$ cat config.mk
export PLATFORM = sky130hd
export DESIGN_NAME = lru_key_cache
export DESIGN_NICKNAME = d
export VERILOG_FILES = /design/src/lkc_pkg.sv /design/src/lkc_ctrl.sv /design/src/lkc_datapath.sv /design/src/lru_key_cache.sv
export VERILOG_INCLUDE_DIRS = /design/src /design/src/src
export SDC_FILE = /design/constraint.sdc
export NUM_CORES = 2
export LEC_CHECK = 0
export ABC_AREA = 1
export BUFFER_PORTS_ARGS = -buffer_cell sky130_fd_sc_hd__buf_2
export CORE_ASPECT_RATIO = 1.5
export CORE_MARGIN = 2
export CORE_UTILIZATION = 50
export CTS_CLUSTER_SIZE = 40
export DETAILED_ROUTE_END_ITERATION = 12
export GPL_TIMING_DRIVEN = 0
export PLACE_DENSITY = 0.66
export SETUP_SLACK_MARGIN = 0.2
export SYNTH_ARGS = -nofsm -noshare
export SYNTH_HDL_FRONTEND = slang
export SYNTH_HIERARCHICAL = 1
export SYNTH_SLANG_ARGS = --single-unit
$ cat constraint.sdc
create_clock -name clk -period 21.2 [get_ports clk]
set_input_delay 2.12 -clock clk [delete_from_list [all_inputs] [get_ports clk]]
set_output_delay 2.12 -clock clk [all_outputs]
set_load 0.02 [all_outputs]
$ cat src/lru_key_cache_defines.svh
// ----------------------------------------------------------------------------
// LRU key cache assertion macros
// Shared assertion shorthands for the LRU key cache RTL.
// ----------------------------------------------------------------------------
`ifndef LRU_KEY_CACHE_DEFINES_SVH
`define LRU_KEY_CACHE_DEFINES_SVH

// Same-cycle implication, disabled while reset is asserted.
`define LKC_ASSERT_IMP(label, clk, rst, ante, cons) \
  label: assert property (@(posedge clk) disable iff (rst) (ante) |-> (cons)) \
    else $error("lru_key_cache: same-cycle check failed");

// Next-cycle implication, disabled while reset is asserted.
`define LKC_ASSERT_NEXT(label, clk, rst, ante, cons) \
  label: assert property (@(posedge clk) disable iff (rst) (ante) |=> (cons)) \
    else $error("lru_key_cache: next-cycle check failed");

`endif

$ cat src/lkc_pkg.sv
// ----------------------------------------------------------------------------
// LRU key cache package
// Sizes, controller states and the command bundle shared by the cache modules.
// ----------------------------------------------------------------------------
`timescale 1ns / 1ps
`default_nettype none

package lkc_pkg;

  localparam int CAPACITY = 8;
  localparam int KEY_W    = 64;
  localparam int TOTAL_W  = 64;
  localparam int SLOT_W   = 3;
  localparam int OCC_W    = 4;

  localparam int IDX_W    = (CAPACITY > 1) ? $clog2(CAPACITY) : 1;
  localparam int RANK_W   = (CAPACITY > 1) ? $clog2(CAPACITY) : 1;
  localparam int CNT_W    = $clog2(CAPACITY + 1);

  // Rank held by the least recent entry once every slot is valid.
  localparam logic [RANK_W-1:0] LAST_RANK = RANK_W'(CAPACITY - 1);

  typedef enum logic [1:0] {
    S_IDLE,
    S_LOOKUP,
    S_UPDATE
  } lkc_state_t;

  typedef struct packed {
    logic capture;
    logic lookup;
    logic update;
  } lkc_cmd_t;

endpackage

`default_nettype wire

$ cat src/lkc_ctrl.sv
// ----------------------------------------------------------------------------
// LRU key cache controller
// Sequences each request through capture, lookup and update steps.
// ----------------------------------------------------------------------------
`timescale 1ns / 1ps
`default_nettype none

module lkc_ctrl (
  input  wire logic             clk,
  input  wire logic             rst,
  input  wire logic             start,
  output logic                  busy,
  output logic                  done,
  output lkc_pkg::lkc_cmd_t     cmd
);

  import lkc_pkg::*;

  lkc_state_t state;
  lkc_state_t state_next;

  always_ff @(posedge clk) begin
    if (rst) begin
      state <= S_IDLE;
      done  <= 1'b0;
    end else begin
      state <= state_next;
      done  <= (state == S_UPDATE);
    end
  end

  always_comb begin
    state_next = state;
    case (state)
      S_IDLE: begin
        if (start) state_next = S_LOOKUP;
      end
      S_LOOKUP: state_next = S_UPDATE;
      S_UPDATE: state_next = S_IDLE;
      default:  state_next = S_IDLE;
    endcase
  end

  always_comb begin
    busy        = 1'b1;
    cmd.capture = 1'b0;
    cmd.lookup  = 1'b0;
    cmd.update  = 1'b0;
    case (state)
      S_IDLE: begin
        busy        = 1'b0;
        cmd.capture = start;
      end
      S_LOOKUP: cmd.lookup = 1'b1;
      S_UPDATE: cmd.update = 1'b1;
      default:  busy = 1'b1;
    endcase
  end

endmodule

`default_nettype wire

$ cat src/lkc_datapath.sv
// ----------------------------------------------------------------------------
// LRU key cache datapath
// Key store, parallel match, recency ranks, counters and result registers.
// ----------------------------------------------------------------------------
`timescale 1ns / 1ps
`default_nettype none
`include "lru_key_cache_defines.svh"

module lkc_datapath (
  input  wire logic                           clk,
  input  wire logic                           rst,
  input  wire lkc_pkg::lkc_cmd_t              cmd,
  input  wire logic signed [lkc_pkg::KEY_W-1:0] key_group_0,
  input  wire logic signed [lkc_pkg::KEY_W-1:0] key_group_1,
  input  wire logic signed [lkc_pkg::KEY_W-1:0] key_group_2,
  input  wire logic signed [lkc_pkg::KEY_W-1:0] key_group_3,
  output logic                                hit,
  output logic [lkc_pkg::SLOT_W-1:0]          slot,
  output logic                                evicted,
  output logic [lkc_pkg::OCC_W-1:0]           occupancy,
  output logic [lkc_pkg::TOTAL_W-1:0]         built_count,
  output logic [lkc_pkg::TOTAL_W-1:0]         eviction_count
);

  import lkc_pkg::*;

  // Captured request key.
  logic [KEY_W-1:0] key_a;
  logic [KEY_W-1:0] key_b;
  logic [KEY_W-1:0] key_c;
  logic [KEY_W-1:0] key_d;

  // Entry storage: keys carry no reset, validity and ranks do.
  logic [KEY_W-1:0]  store_a [CAPACITY];
  logic [KEY_W-1:0]  store_b [CAPACITY];
  logic [KEY_W-1:0]  store_c [CAPACITY];
  logic [KEY_W-1:0]  store_d [CAPACITY];
  logic [CAPACITY-1:0] valid;
  logic [RANK_W-1:0] rank [CAPACITY];
  logic [CNT_W-1:0]  valid_total;
  logic [TOTAL_W-1:0] miss_total;
  logic [TOTAL_W-1:0] evict_total;

  // Lookup results, registered between the lookup and update steps.
  logic              lk_hit;
  logic              lk_evict;
  logic [IDX_W-1:0]  lk_idx;
  logic [RANK_W-1:0] lk_rank;

  logic [CAPACITY-1:0] match;
  logic [IDX_W-1:0]    found_idx;
  logic [IDX_W-1:0]    free_idx;
  logic [IDX_W-1:0]    victim_idx;
  logic                full;

  logic [CNT_W-1:0]   valid_total_next;
  logic [TOTAL_W-1:0] miss_total_next;
  logic [TOTAL_W-1:0] evict_total_next;

  always_ff @(posedge clk) begin
    if (cmd.capture) begin
      key_a <= key_group_0;
      key_b <= key_group_1;
      key_c <= key_group_2;
      key_d <= key_group_3;
    end
  end

  // Every entry is compared at once; the lowest matching slot wins.
  always_comb begin
    for (int i = 0; i < CAPACITY; i++) begin
      match[i] = valid[i] && (store_a[i] == key_a) && (store_b[i] == key_b) &&
                 (store_c[i] == key_c) && (store_d[i] == key_d);
    end
  end

  always_comb begin
    found_idx  = '0;
    free_idx   = '0;
    victim_idx = '0;
    for (int i = CAPACITY - 1; i >= 0; i--) begin
      if (match[i]) found_idx = IDX_W'(i);
      if (!valid[i]) free_idx = IDX_W'(i);
      if (valid[i] && (rank[i] == LAST_RANK)) victim_idx = IDX_W'(i);
    end
  end

  assign full = &valid;

  always_ff @(posedge clk) begin
    if (cmd.lookup) begin
      lk_hit   <= |match;
      lk_evict <= !(|match) && full;
      lk_rank  <= rank[found_idx];
      if (|match) begin
        lk_idx <= found_idx;
      end else if (full) begin
        lk_idx <= victim_idx;
      end else begin
        lk_idx <= free_idx;
      end
    end
  end

  // Occupancy only grows on a miss that found a free slot.
  always_comb begin
    valid_total_next = valid_total;
    if (!lk_hit && !lk_evict) valid_total_next = valid_total + CNT_W'(1);
    miss_total_next = miss_total;
    if (!lk_hit && (miss_total != '1)) miss_total_next = miss_total + TOTAL_W'(1);
    evict_total_next = evict_total;
    if (lk_evict && (evict_total != '1)) evict_total_next = evict_total + TOTAL_W'(1);
  end

  // The chosen slot becomes the most recent; on a hit only the entries that
  // were more recent than it age, on a miss every other valid entry ages.
  always_ff @(posedge clk) begin
    if (rst) begin
      valid       <= '0;
      valid_total <= '0;
      miss_total  <= '0;
      evict_total <= '0;
      for (int i = 0; i < CAPACITY; i++) begin
        rank[i] <= '0;
      end
    end else if (cmd.update) begin
      for (int i = 0; i < CAPACITY; i++) begin
        if (IDX_W'(i) == lk_idx) begin
          rank[i] <= '0;
        end else if (lk_hit) begin
          if (valid[i] && (rank[i] < lk_rank)) rank[i] <= rank[i] + RANK_W'(1);
        end else if (valid[i]) begin
          rank[i] <= rank[i] + RANK_W'(1);
        end
      end
      valid[lk_idx] <= 1'b1;
      valid_total   <= valid_total_next;
      miss_total    <= miss_total_next;
      evict_total   <= evict_total_next;
    end
  end

  always_ff @(posedge clk) begin
    if (cmd.update && !lk_hit) begin
      store_a[lk_idx] <= key_a;
      store_b[lk_idx] <= key_b;
      store_c[lk_idx] <= key_c;
      store_d[lk_idx] <= key_d;
    end
  end

  always_ff @(posedge clk) begin
    if (cmd.update) begin
      hit            <= lk_hit;
      slot           <= SLOT_W'(lk_idx);
      evicted        <= lk_evict;
      occupancy      <= OCC_W'(valid_total_next);
      built_count    <= miss_total_next;
      eviction_count <= evict_total_next;
    end
  end

  `LKC_ASSERT_IMP(a_count_tracks_valid, clk, rst, 1'b1, valid_total == CNT_W'($countones(valid)))
  `LKC_ASSERT_IMP(a_evict_only_full, clk, rst, cmd.update && lk_evict, full && !lk_hit)
  `LKC_ASSERT_NEXT(a_hit_keeps_count, clk, rst, cmd.update && lk_hit, valid_total == $past(valid_total))
  `LKC_ASSERT_NEXT(a_update_marks_mru, clk, rst, cmd.update, valid[lk_idx] && (rank[lk_idx] == '0))

endmodule

`default_nettype wire

$ cat src/lru_key_cache.sv
// ----------------------------------------------------------------------------
// LRU key cache
// Fully associative least-recently-used store of four-group 64-bit keys.
// ----------------------------------------------------------------------------
// Result: the done strobe rises after the capture, lookup and update steps,
// and the result is taken at the edge that ends the strobe.
// Requests: a new request is taken only once the controller's capture, lookup
// and update sequence around the single key store has finished.
// The result is shown for one cycle on done; the receiver cannot stall it.
// Reset clears validity, ranks, occupancy and both counters; keys are not reset.
// ----------------------------------------------------------------------------
`timescale 1ns / 1ps
`default_nettype none

module lru_key_cache (
  input  wire logic                           clk,
  input  wire logic                           rst,
  input  wire logic                           start,
  output logic                                busy,
  input  wire logic signed [lkc_pkg::KEY_W-1:0] key_group_0,
  input  wire logic signed [lkc_pkg::KEY_W-1:0] key_group_1,
  input  wire logic signed [lkc_pkg::KEY_W-1:0] key_group_2,
  input  wire logic signed [lkc_pkg::KEY_W-1:0] key_group_3,
  output logic                                done,
  output logic                                hit,
  output logic [lkc_pkg::SLOT_W-1:0]          slot,
  output logic                                evicted,
  output logic [lkc_pkg::OCC_W-1:0]           occupancy,
  output logic [lkc_pkg::TOTAL_W-1:0]         built_count,
  output logic [lkc_pkg::TOTAL_W-1:0]         eviction_count
);

  import lkc_pkg::*;

  // Command bundle from the controller to the datapath. Only one step is
  // active in any cycle: capture on the accepting edge, then lookup, then
  // update, after which the result registers hold the finished transfer.
  lkc_cmd_t cmd;

  // The controller owns the handshake. A start transfer is taken whenever it
  // is idle, including the cycle in which the previous result is strobed,
  // because the result lives in its own registers in the datapath.
  lkc_ctrl u_ctrl (
    .clk   (clk),
    .rst   (rst),
    .start (start),
    .busy  (busy),
    .done  (done),
    .cmd   (cmd)
  );

  // The datapath compares the captured key against every valid entry in
  // parallel, picks a hit, a free slot or the least recent victim, and then
  // rewrites ranks, storage and the saturating counters in the update step.
  lkc_datapath u_datapath (
    .clk            (clk),
    .rst            (rst),
    .cmd            (cmd),
    .key_group_0    (key_group_0),
    .key_group_1    (key_group_1),
    .key_group_2    (key_group_2),
    .key_group_3    (key_group_3),
    .hit            (hit),
    .slot           (slot),
    .evicted        (evicted),
    .occupancy      (occupancy),
    .built_count    (built_count),
    .eviction_count (eviction_count)
  );

endmodule

`default_nettype wire
==> flow_summary.json, run 1 <==
{
  "yosysTopAreaCellShare_pct": 66.1,
  "synth.yosys.seq_area_share_pct": 68.6,
  "cts.htree.levels": 4,
  "floorplan_row_count": 213,
  "place_congestion": 1.26,
  "die_width_um": 391,
  "pin_count_of_the_biggest_net_entering_global_routing": 130,
  "detailed_place.area_mm2": 0.121,
  "synth_nets": 10037,
  "synth-seq-cells": 2616,
  "avgSynthCellArea_um2": 11.5,
  "cts-resized-gates": 0,
  "cts.hold.buffers_added": 0,
  "first_global_vias": 104290,
  "max-clock-path-buffers": 4,
  "async_reset_ff_share_pct": 0,
  "flow.stopped_at": "5_1_grt",
  "initial_utilization_pct": 50.2,
  "yosys_warnings": 6,
  "post-cts-setup-buffers": 0,
  "yosys-top-cells-count": "sky130_fd_sc_hd__edfxtp_1 (2473), sky130_fd_sc_hd__nand2_1 (2066), sky130_fd_sc_hd__nor2_1 (1008)",
  "post-synth-top-count-cell": "sky130_fd_sc_hd__edfxtp_1",
  "cts_buffers": 248,
  "i_o_pin_total": 398,
  "ys_top_cells_by_area": "sky130_fd_sc_hd__edfxtp_1 (66%), sky130_fd_sc_hd__nand2_1 (6.9%), sky130_fd_sc_hd__nor2_1 (3.4%)",
  "clock-sinks": 2616,
  "post-dp-hpwl_um": 537000,
  "io_buffers": 397,
  "count_of_flip_flops_with_a_built_in_enable_after_synthesis": 2473,
  "grt_pass1_wl_um": 1140000,
  "grt_overflow": 1640,
  "dp_slack_ns": 14.44,
  "outcome": "aborted with a tool error",
  "grt_util_all_layers_pct": 73.3,
  "post_synth_num_cell_types": 59,
  "synthCells": 9743,
  "leading_register_cell_type_out_of_synthesis": "sky130_fd_sc_hd__edfxtp_1",
  "die_height_um": 585,
  "mappedNetlistArea_mm2": 0.112,
  "error_line": "[ERROR GRT-0116] Global routing finished with congestion. Check the congestion regions in the DRC Viewer.",
  "post-synth-top-area-cell": "sky130_fd_sc_hd__edfxtp_1",
  "clock_tree.root_cell": "sky130_fd_sc_hd__clkbuf_16"
}
[layer usage]
metal  overflow  track usage, %
met5          0            25.3
met4        665            72.9
met3          5            57.3
met2        968            89.6
met1          2            74.1
[cells by family after synthesis]
| kind of cell | Yosys count | share of synthesized area (%) |
|---|---|---|
| AND/OR/NAND/NOR | 3742 | 13.9 |
| flip-flops | 2616 | 68.6 |
| AO/OA/AOI/OAI | 1472 | 7.64 |
| buffers and inverters | 1236 | 4.48 |
| XOR/XNOR | 641 | 4.99 |
| adder cells (fa/ha/maj) | 35 | 0.390 |
| multiplexers | 1 | 0.00891 |
[through the flow]
step           hold slack (ns)  std cells  utilization, %
3_5_place_dp             0.505      13169            54.0
2_1_floorplan            0.463       9743               -
3_3_place_gp             0.476      13042            52.7
4_1_cts                  0.534      13622            57.7
==> run 2, diff against run 1 <==
- CORE_ASPECT_RATIO: 1.5 -> not set
- CORE_UTILIZATION: 50 -> 35
- CTS_CLUSTER_SIZE: 40 -> not set
- PLACE_DENSITY: 0.66 -> not set
- PLACE_DENSITY_LB_ADDON: not set -> 0.15
- SETUP_SLACK_MARGIN: 0.2 -> not set
==> flow_summary.json, run 2 <==
{
  "dieArea_mm2": 0.326,
  "cts.hold.buffers_added": 0,
  "switchingPower_mw": 3.45,
  "viasPerCell": 6.14,
  "clock-skew-final_ns": 0.0837,
  "worst-setup-path-type": "reg2reg",
  "io_buffers": 397,
  "cts-resized-gates": 0,
  "antenna_violating_nets_post_route": 0,
  "outcome": "complete, but fails checks",
  "ir_worst_vdd_mv": 0.0777,
  "reg_power_share_pct": 48.0,
  "fmax_mhz": 113,
  "number_of_vias_in_the_routed_layout": 94115,
  "synth-seq-cells": 2616,
  "critical_path.max_fanout": 10,
  "cts.reportedPaths.clkPinSlew_ns": 0.06,
  "yosysTopAreaCellShare_pct": 66.1,
  "grt_pass1_wl_um": 934000,
  "timing_worst_slew_pin_value_ns": 1.80,
  "worstHoldPathType": "reg2reg",
  "violations": "capacitance limit, slew limit",
  "total_leakage_power_nw": 48.8,
  "count_of_flip_flops_with_a_built_in_enable_after_synthesis": 2473,
  "min_path_cells": 1,
  "clock_tree.root_cell": "sky130_fd_sc_hd__clkbuf_16",
  "post_synth_num_cell_types": 59,
  "worstSetupStartpointType": "flop",
  "cellPowerDensity_mw_per_mm2": 93.2,
  "drc": 0,
  "avgRoutedWirePerCell_um": 50.1,
  "die_height_um": 571,
  "layout-drive-gt1-share_pct": 15.2,
  "nNetsFinal": 10940,
  "mappedNetlistArea_mm2": 0.112,
  "worst_case_hold_path_end_point": "u_ctrl/state[1]$_SDFFE_PP0P_",
  "post-cts-setup-buffers": 0,
  "async_reset_ff_share_pct": 0,
  "final_max_slew_viol_count": 157,
  "rr_endpoint": "u_datapath/lk_rank[0]$_DFFE_PP_",
  "core_area_mm2": 0.320,
  "worst_r2r_startpoint": "u_datapath/key_a[17]$_DFFE_PP_",
  "required_ns": 21.90,
  "r2r_cells": 17,
  "hold_viol": 0,
  "place_congestion": 1.12,
  "initial_utilization_pct": 35.1,
  "leading_cell_type_in_the_layout_fill_and_taps_excluded": "sky130_fd_sc_hd__edfxtp_1",
  "leading_register_cell_type_out_of_synthesis": "sky130_fd_sc_hd__edfxtp_1",
  "yosys_warnings": 6,
  "initial_antenna_violation_count": 200,
  "clock-sinks": 2616,
  "max-slew-margin-rel_pct": -21.0,
  "area.growth.synth_to_final_pct": 19.7,
  "post-dp-hpwl_um": 607000,
  "floorplan_row_count": 208,
  "clock_insertion_delay_at_the_later_pin_of_the_skew_report_ns": 0.99,
  "max-clock-path-buffers": 4,
  "tritoncts": "yes",
  "cts_buffers": 310,
  "first_pass_iters": 8,
  "number_of_drc_markers_after_the_initial_detailed_route_iteration": 20457,
  "first_global_vias": 80791,
  "die_width_um": 571,
  "ys_top_cells_by_area": "sky130_fd_sc_hd__edfxtp_1 (66%), sky130_fd_sc_hd__nand2_1 (6.9%), sky130_fd_sc_hd__nor2_1 (3.4%)",
  "timing.max_cap.violations": 25,
  "cp.arrival_ns": 9.51,
  "report.final.setup_viol": 0,
  "final.min_clock_period_ns": 8.81,
  "i_o_pin_total": 398,
  "rsz_0062_raised_after_global_routing": "false",
  "yosys-top-cells-count": "sky130_fd_sc_hd__edfxtp_1 (2473), sky130_fd_sc_hd__nand2_1 (2066), sky130_fd_sc_hd__nor2_1 (1008)",
  "grt_overflow": 0,
  "setup_tns_ns": 0,
  "finalPower_mw": 12.5,
  "synth_nets": 10037,
  "synth.yosys.seq_area_share_pct": 68.6,
  "ff2ff_setup_slack_ns": 12.39,
  "wirelength_um": 767000,
  "layout_common_cells": "sky130_fd_sc_hd__edfxtp_1 (2473), sky130_fd_sc_hd__nand2_1 (2066), sky130_fd_sc_hd__nor2_1 (998)",
  "pin_count_of_the_biggest_net_entering_global_routing": 118,
  "timing.hold.worst.start": "u_ctrl/state[1]$_SDFFE_PP0P_",
  "clock_power_share_pct": 43.4,
  "power_report.internal_total_mw": 9.08,
  "cts.htree.levels": 5,
  "min_period_over_period_pct": 41.6,
  "post-synth-top-count-cell": "sky130_fd_sc_hd__edfxtp_1",
  "sw_frac_of_total_pct": 27.6,
  "avgSynthCellArea_um2": 11.5,
  "synthCells": 9743,
  "post-synth-top-area-cell": "sky130_fd_sc_hd__edfxtp_1",
  "worstSetupEndpointType": "flop",
  "grt_util_all_layers_pct": 46.0,
  "power.share.combinational_pct": 8.5
}
-- run 2: cell counts after synthesis --
No cell type changed its count.
-- run 2: logic make-up (layout without fill, tap and decap cells) --
family,count (synthesis),in the layout,share of synthesized area (%)
buf+inv,1236,2373,4.48
xor+xnor,641,641,4.99
fa+ha+maj,35,35,0.390
flops,2616,2616,68.6
mux,1,1,0.00891
simple gates,3742,3742,13.9
other cells,0,139,0
compound gates,1472,1472,7.64
-- run 2: critical path: stages, from the launching register on --
cell and delay [ns]:
sky130_fd_sc_hd__edfxtp_1 0.69, sky130_fd_sc_hd__inv_2 0.65, sky130_fd_sc_hd__buf_2 0.88, sky130_fd_sc_hd__o21ai_0 0.80, sky130_fd_sc_hd__inv_1 0.18, sky130_fd_sc_hd__nand4_1 0.79
sky130_fd_sc_hd__nor4_1 1.46, sky130_fd_sc_hd__nand3_1 0.81, sky130_fd_sc_hd__nor2_1 0.28, sky130_fd_sc_hd__nand2_1 0.17, sky130_fd_sc_hd__nor2_1 0.32, sky130_fd_sc_hd__nand3_2 0.52
sky130_fd_sc_hd__nand2_1 0.34, sky130_fd_sc_hd__a21oi_2 0.14, sky130_fd_sc_hd__nand3_1 0.15, sky130_fd_sc_hd__nand3_1 0.12, sky130_fd_sc_hd__nand2_1 0.10, sky130_fd_sc_hd__inv_1 0.04
-- run 2: per-layer routing --
metal  global-route usage (%)  share of wire [%]  vias up
met5                        0              0.054        -
li1                         -                  -    36037
met4                     33.5                8.7       52
met2                     62.4                 39     8346
met3                     19.2                 15     1692
met1                     58.4                 37    47988
-- run 2: power groups by stage --
stage               Sequential [mW]  Clock [mW]  Combinational [mW]
floorplan                      5.94           0               0.353
global placement               6.19           0               0.880
detailed placement             6.11           0               0.993
CTS                            6.00        5.46               0.996
global route                   6.00        5.65                1.04
finish                         6.02        5.44                1.07
-- run 2: worst max-delay path by stage --
stage / from / end / cells after the start
after floorplan: u_ctrl/state[1]$_SDFFE_PP0P_ / u_datapath/store_a[0][0]$_DFFE_PP_ / 5
after global placement: u_ctrl/state[1]$_SDFFE_PP0P_ / u_datapath/store_b[2][15]$_DFFE_PP_ / 5
after detailed placement: u_datapath/key_a[17]$_DFFE_PP_ / u_datapath/lk_rank[1]$_DFFE_PP_ / 17
after CTS: u_datapath/key_a[17]$_DFFE_PP_ / u_datapath/lk_rank[1]$_DFFE_PP_ / 17
after global routing: u_datapath/key_a[17]$_DFFE_PP_ / u_datapath/lk_rank[2]$_DFFE_PP_ / 17
final: u_datapath/key_a[17]$_DFFE_PP_ / u_datapath/lk_rank[0]$_DFFE_PP_ / 17
-- run 2: cell type report --
type | instances | area (um2)
plain buffers | 296 | 1510
clock inverters | 155 | 1600
fillers | 30528 | 186000
well taps | 4305 | 5390
multi-input cells | 5891 | 30500
flip-flops and latches | 2616 | 77100
clock buffers | 391 | 8320
inverters | 940 | 3540
repair buffers | 591 | 6220
diodes | 139 | 348
-- run 2: metrics by stage --
step	cell area (um2)	setup WS, ns	std cells	utilization [%]	hold slack (ns)
global route	134000	13.38	15200	41.9	0.531
detailed placement	124000	13.55	14632	38.7	0.493
global placement	120000	-14.28	14445	37.4	0.481
floorplan	112000	1.94	9743	-	0.463
CTS	134000	13.54	15178	41.8	0.501
finish	135000	12.39	15324	42.0	0.500
No activity file was read; power rests on OpenSTA's default activity.
